## config.mk

```make
export PLATFORM = sky130hd
export DESIGN_NAME = sact_mod
export DESIGN_NICKNAME = d
export VERILOG_FILES = /design/src/rtl/core/sact_pkg.sv /design/src/rtl/core/sact_mod.sv
export SDC_FILE = /design/constraint.sdc
export NUM_CORES = 1
export LEC_CHECK = 0
export BUFFER_PORTS_ARGS = -buffer_cell sky130_fd_sc_hd__buf_2
export CAP_MARGIN = 20
export CELL_PAD_IN_SITES_DETAIL_PLACEMENT = 2
export CELL_PAD_IN_SITES_GLOBAL_PLACEMENT = 2
export CORE_ASPECT_RATIO = 1.5
export CORE_MARGIN = 2
export CORE_UTILIZATION = 37
export CTS_CLUSTER_DIAMETER = 200
export DETAILED_ROUTE_END_ITERATION = 8
export PLACE_DENSITY_LB_ADDON = 0.1
export SETUP_SLACK_MARGIN = 0.02
export SYNTH_ARGS = -nofsm -noshare
export SYNTH_HDL_FRONTEND = slang
export SYNTH_SLANG_ARGS = --single-unit
```

## constraint.sdc

```tcl
create_clock -name aclk -period 2.2 [get_ports aclk]
set_clock_uncertainty 0.05 [all_clocks]
set_input_delay 0.22 -clock aclk [delete_from_list [all_inputs] [get_ports aclk]]
set_output_delay 0.22 -clock aclk [all_outputs]
set_load 0.03 [all_outputs]
```

## src/rtl/core/sact_pkg.sv

```systemverilog
// ----------------------------------------------------------------------------
// sact_pkg
// Types, sizes and codes shared by the cache tag engine modules.
// ----------------------------------------------------------------------------
package sact_pkg;

    localparam int SETS       = 256;
    localparam int ROW_W      = 8;
    localparam int WAYS       = 16;
    localparam int WAY_W      = 4;
    localparam int WAYCNT_W   = 5;
    localparam int TAG_W      = 32;
    localparam int STAMP_W    = 32;
    localparam int ADDR_W     = 32;
    localparam int LFSR_W     = 16;
    localparam int CFG_IDX_W  = 3;
    localparam int CFG_DATA_W = 16;

    localparam logic [3:0]        OFF_LIMIT = 4'd12;
    localparam logic [3:0]        IDX_LIMIT = 4'd8;
    localparam logic [LFSR_W-1:0] LFSR_TAPS = 16'hB400;

    // configuration register indexes
    localparam logic [CFG_IDX_W-1:0] CFG_SET_INDEX_BITS = 3'd0;
    localparam logic [CFG_IDX_W-1:0] CFG_OFFSET_BITS    = 3'd1;
    localparam logic [CFG_IDX_W-1:0] CFG_WAYS_IN_USE    = 3'd2;
    localparam logic [CFG_IDX_W-1:0] CFG_POLICY         = 3'd3;
    localparam logic [CFG_IDX_W-1:0] CFG_WRITE_ALLOC    = 3'd4;
    localparam logic [CFG_IDX_W-1:0] CFG_RANDOM_SEED    = 3'd5;

    localparam logic [1:0] POLICY_FIFO = 2'd0;
    localparam logic [1:0] POLICY_LRU  = 2'd1;

    localparam logic CMD_READ = 1'b0;

    typedef enum logic [2:0] {
        ST_IDLE,
        ST_ISSUE,
        ST_SCAN,
        ST_DECIDE,
        ST_MOD,
        ST_WRITE
    } state_t;

    typedef struct packed {
        logic              command;
        logic [ADDR_W-1:0] address;
    } sact_in_t;

    typedef struct packed {
        logic             hit;
        logic [7:0]       set_index;
        logic [TAG_W-1:0] tag_value;
    } sact_out_t;

    typedef struct packed {
        logic [TAG_W-1:0]   tag;
        logic [STAMP_W-1:0] fill_stamp;
        logic [STAMP_W-1:0] use_stamp;
    } entry_t;

    typedef struct packed {
        logic             rd_valid_en;
        logic             rd_entry_en;
        logic [ROW_W-1:0] rd_row;
        logic [WAY_W-1:0] rd_way;
        logic             wr_en;
        logic [ROW_W-1:0] wr_row;
        logic [WAY_W-1:0] wr_way;
        entry_t           wr_entry;
        logic [WAYS-1:0]  wr_valid;
    } store_req_t;

endpackage

```

## src/rtl/core/sact_mod.sv

```systemverilog
// ----------------------------------------------------------------------------
// sact_mod
// Bit-serial remainder of a 16-bit value by the way count, one bit a cycle.
// ----------------------------------------------------------------------------
module sact_mod (
    input  logic                           aclk,
    input  logic                           aresetn,
    input  logic                           start,
    input  logic [sact_pkg::LFSR_W-1:0]    dividend,
    input  logic [sact_pkg::WAYCNT_W-1:0]  divisor,
    output logic                           done,
    output logic [sact_pkg::WAY_W-1:0]     rem
);
    import sact_pkg::*;

    logic [WAYCNT_W-1:0] rem_reg;
    logic [LFSR_W-1:0]   dvd_reg;
    logic [WAYCNT_W-1:0] div_reg;
    logic [WAYCNT_W-1:0] cnt_reg;
    logic                run_reg;
    logic                done_reg;
    logic [WAYCNT_W:0]   trial;
    logic [WAYCNT_W:0]   rem_next;

    // restoring step: shift in the next dividend bit, subtract if it fits
    always_comb begin
        trial    = {rem_reg, dvd_reg[LFSR_W-1]};
        rem_next = (trial >= {1'b0, div_reg}) ? trial - {1'b0, div_reg} : trial;
    end

    always_ff @(posedge aclk) begin
        if (!aresetn) begin
            run_reg  <= 1'b0;
            done_reg <= 1'b0;
        end else begin
            done_reg <= 1'b0;
            if (start) begin
                run_reg <= 1'b1;
                rem_reg <= '0;
                dvd_reg <= dividend;
                div_reg <= divisor;
                cnt_reg <= '0;
            end else if (run_reg) begin
                rem_reg <= rem_next[WAYCNT_W-1:0];
                dvd_reg <= {dvd_reg[LFSR_W-2:0], 1'b0};
                cnt_reg <= cnt_reg + 1'b1;
                if (cnt_reg == WAYCNT_W'(LFSR_W - 1)) begin
                    run_reg  <= 1'b0;
                    done_reg <= 1'b1;
                end
            end
        end
    end

    assign done = done_reg;
    assign rem  = rem_reg[WAY_W-1:0];

endmodule

```

Word-level counts from Yosys, hierarchy flattened --
Index checks and enable logic that the tools add are counted.
Word-level totals: bits in registers 33, bits in latches 0, bits in writable memories 0, bits in read-only memories 0, input bits 24, output and inout port bits 5, logic and storage cells 25, memories 0
Cells by class: add/subtract/negate cells 2, multiply operators 0, div/mod/pow operators 0, $lt $le $gt $ge 1, eq/ne operators 1, shifts and indexed selects 0, multiplexer cells 9, bitwise gates (word level) 2, reductions and logical operators 4
Operators with widths (count):
- 2-to-1 mux 16 bit | 2
- 2-to-1 mux 5 bit | 3
- >= comparator 6 x 5 -> 1 bit | 1
- adder 5 x 1 -> 5 bit (second input constant) | 1
- equality test 5 x 4 -> 1 bit (second input constant) | 1
- subtractor 5 bit | 1
- 2-to-1 mux 1 bit | 4
- AND reduction 2 bit | 2
- OR reduction 3 bit | 1
- NOT 1 bit | 2
- nonzero test 2 bit | 1

Longest topological paths before layout --
depth after elaboration 4, depth in mapped cells 8, gate-level depth less buffers 8

Worst setup path before layout --
OpenSTA, ideal clock, no wires.
path type register to register, start register dvd_reg[15], end register rem_reg[1] (data pin), library setup time 0.256 ns, arrival 1.618 ns, required time 1.894 ns, path slack 0.276 ns, cell stages (with the launch flop) 9, path buffers 0, period minus slack after synthesis 1.924 ns, cells stage by stage edfxtp_1 inv_1 ha_1 inv_1 fa_1 a21oi_1 o221ai_4 mux2i_1 nor2_1
On the way: word-level cells in the longest chain between the ends 3, elaborated cells on any way between the ends 4, classes of those cells add/sub (1); order compare (1); mux (2)
RTL lines:
- start, declared | line sact_mod.sv:17 | logic [LFSR_W-1:0] dvd_reg;
- start signal, assigned | line sact_mod.sv:40 | dvd_reg <= dividend;
- start signal, assigned | line sact_mod.sv:45 | dvd_reg <= {dvd_reg[LFSR_W-2:0], 1'b0};
- subtractor 5 bit / >= comparator 6 x 5 -> 1 bit (equally long branches) | line sact_mod.sv:28 | rem_next = (trial >= {1'b0, div_reg}) ? trial - {1'b0, div_reg} : trial;
- 2-to-1 mux 5 bit * | line sact_mod.sv:28
- 2-to-1 mux 5 bit * | line sact_mod.sv:43 | end else if (run_reg) begin
- end signal, assigned | line sact_mod.sv:44 | rem_reg <= rem_next[WAYCNT_W-1:0];
- end, declared | line sact_mod.sv:16 | logic [WAYCNT_W-1:0] rem_reg;
Every way passes the cells marked *; elsewhere a longest branch is shown, timed or not. The select of a mux whose other input is x is not followed. A chain may end at the register's enable or synchronous reset.

Worst setup path after layout --
Same ends and word-level chain as after synthesis.

==> results_dict.tcl <==
set metrics [dict create \
    status "completed" \
    final-hold-violation-count 0 \
    grtUsageTotal_pct 15.0 \
    ios 29 \
    die-height_um 84.0 \
    yosysSeqAreaShare_pct 61.5 \
    ctsHtreeMaxLevel 2 \
    fmax_mhz 499 \
    grt_pass1_vias 1089 \
    antenna_found_initial 0 \
    drive_above_1_share_pct 39.4 \
    finalCritPeriodShare_pct 91.0 \
    synth_top_area_cell "edfxtp_1" \
    synthDominantCellAreaShare_pct 59.0 \
    tightest_slew_ns 0.347 \
    cpPeakStageDelay_ns 0.43 \
    row_count 29 \
    max-slew-margin-rel_pct 76.8 \
    ys_types 27 \
    drc 0 \
    grt.overflow.total 0 \
    cp_data_required_time_ns 2.18 \
    critPathSlowestCell "fa_1" \
    grt_pass1_wl_mm 5.28 \
    synth_area_leaders "edfxtp_1 (59%), mux2_2 (11%), ha_1 (5.5%), dfxtp_1 (2.5%), inv_1 (2.4%)" \
    global_route.usage.met2_pct 26.5 \
    cts_buffer_depth 2 \
    antenna_cells 0 \
    ys_seq_elements 33 \
    grtUsageMet1_pct 15.5 \
    tritoncts "yes" \
    largest_reg_flops 16 \
    clk_pin_slew_ns 0.07 \
    critPathTopFamily "adder cells" \
    synthAdderAreaFrac_pct 6.81 \
    utilization_pct 43.9 \
    cp-start-kind "register" \
    drt-pass1-iter-count 3 \
    synth_top_family_by_area "multiplexers" \
    root_buffer "clkbuf_8" \
    wl_mm 3.04 \
    synth-compound-area-share_pct 5.55 \
    critPathBufInv 2 \
    dp_hpwl_mm 2.30 \
    hold_start "divisor[4]" \
    initial_core_util_pct 37.8 \
    p_per_area_nw_per_um2 780 \
    final_cell_mix "edfxtp_1 (31), buf_2 (28), mux2_2 (15)" \
    drtIter0Drc 2 \
    synth_ff_type "edfxtp_1" \
    rsz0062_at_grt "no" \
    ant_nets 0 \
    dp.cells 180 \
    p_leak_nw 0.746 \
    synth_edf_count 31 \
    finalSetupViolCount 0 \
    synth-simple-area-share_pct 6.81 \
    cp-end-kind "register" \
    syn_area_per_cell_um2 14.2 \
    fin_crit_ns 2.00 \
    grtUsageMet3_pct 4.96 \
    synth_xor_area_share_pct 2.77 \
    gp_congestion 0.722 \
    arrival_ns 1.98 \
    fill_cells 425 \
    hold_path.class "in2reg" \
    final_nets 173 \
    total_power_w 0.00143 \
    cts_buffers 5 \
    crit_chain "inv_1, ha_1, inv_1, fa_1, a21oi_2, o221ai_4, mux2i_1, nor2_1" \
    cp-startpoint "dvd_reg[15]" \
    die_width_um 57.3 \
    io_buffers 28 \
    fin_setup_tns_ns 0 \
    top_usage_layer "met2" \
    cpMostUsedCell "inv_1" \
    via_per_inst 5.06 \
    ir_drop_mv 0.462 \
    final_common_cell "edfxtp_1" \
    synthCells 111 \
    yosysWarnings 0 \
    cts.sinks 33 \
    grt_start_max_net_pins 27 \
    crit_fanout 8 \
    fin_cells 188 \
    path_class "reg2reg" \
    maxCapViolations 0 \
    area_delta_synth_final_pct 16.1 \
    synthArstFlopShare_pct 0 \
    synth_area_um2 1580 \
    clkLatencyLatePin_ns 0.29 \
    coreArea_um2 4170 \
    syn-num-nets 143 \
    vias 952 \
    synth_mux_area_share_pct 11.3 \
    die_area_um2 4820 \
    r2r-start "dvd_reg[15]" \
    slew_violations 0 \
    wire_per_inst_um 16.2 \
]
-- metrics by stage --
step / setup slack (ns) / cell area [um^2] / hold slack [ns]
6_report: 0.197 / 1830 / 0.0548
5_1_grt: 0.0617 / 1830 / 0.0407
4_1_cts: 0.124 / 1830 / 0.0377
3_5_place_dp: 0.130 / 1750 / 0.349
3_3_place_gp: 0.209 / 1750 / 0.347
2_1_floorplan: 0.276 / 1580 / 0.269
-- where the power goes --
part           leakage, nW  switching (W)  internal, W  total (W)
Sequential           0.314      0.0000197     0.000745   0.000764
Combinational        0.387       0.000129     0.000103   0.000231
Clock               0.0450       0.000216     0.000219   0.000435
Total                0.746       0.000364      0.00107    0.00143
-- path summary, 6_finish.rpt --
check / depth (start not counted) / slack [ns] / endpoint
worst max register to register: 8 / 0.20 / rem_reg[1]
worst min register to register: 1 / 0.49 / done
worst min-delay path: 1 / 0.05 / div_reg[4]
worst max-delay path: 8 / 0.20 / rem_reg[1]
-- metal layers --
metal / routed length [um] / share of wire, %
met4: 68 / 2.2
met5: 0 / 0
met1: 1070 / 35
met2: 1770 / 58
met3: 126 / 4.1
-- cell type report --
class	instances	area [um^2]	share of cell area, %
timing repair buffer	30	155	8.46
sequential	33	971	53.0
tap	46	57.6	3.14
clock buffer	6	72.6	3.96
multi-input combinational	61	529	28.9
inverter	10	37.5	2.05
clock inverter	2	10.0	0.546
-- cells in the mapped netlist (3+ instances only) --
cell type	count
buf_4	4
nor2_1	8
inv_1	10
buf_2	3
mux2_2	15
nand2_1	6
edfxtp_1	31
xnor2_1	4
ha_1	7
-- cells by family (layout without fill, tap and decap cells) --
family	Yosys count	count (layout)
compound gates	10	10
xor+xnor	5	5
fa+ha+maj	8	8
buf+inv	17	48
flops	33	33
mux	16	16
simple gates	22	22
-- repair_timing --
item / in CTS / in global routing
gates resized for setup: 0 / 1
hold buffers: 0 / 0
setup endpoints to repair: 0 / 3
setup buffers: 0 / 0
No activity file was read; power rests on OpenSTA's default activity.
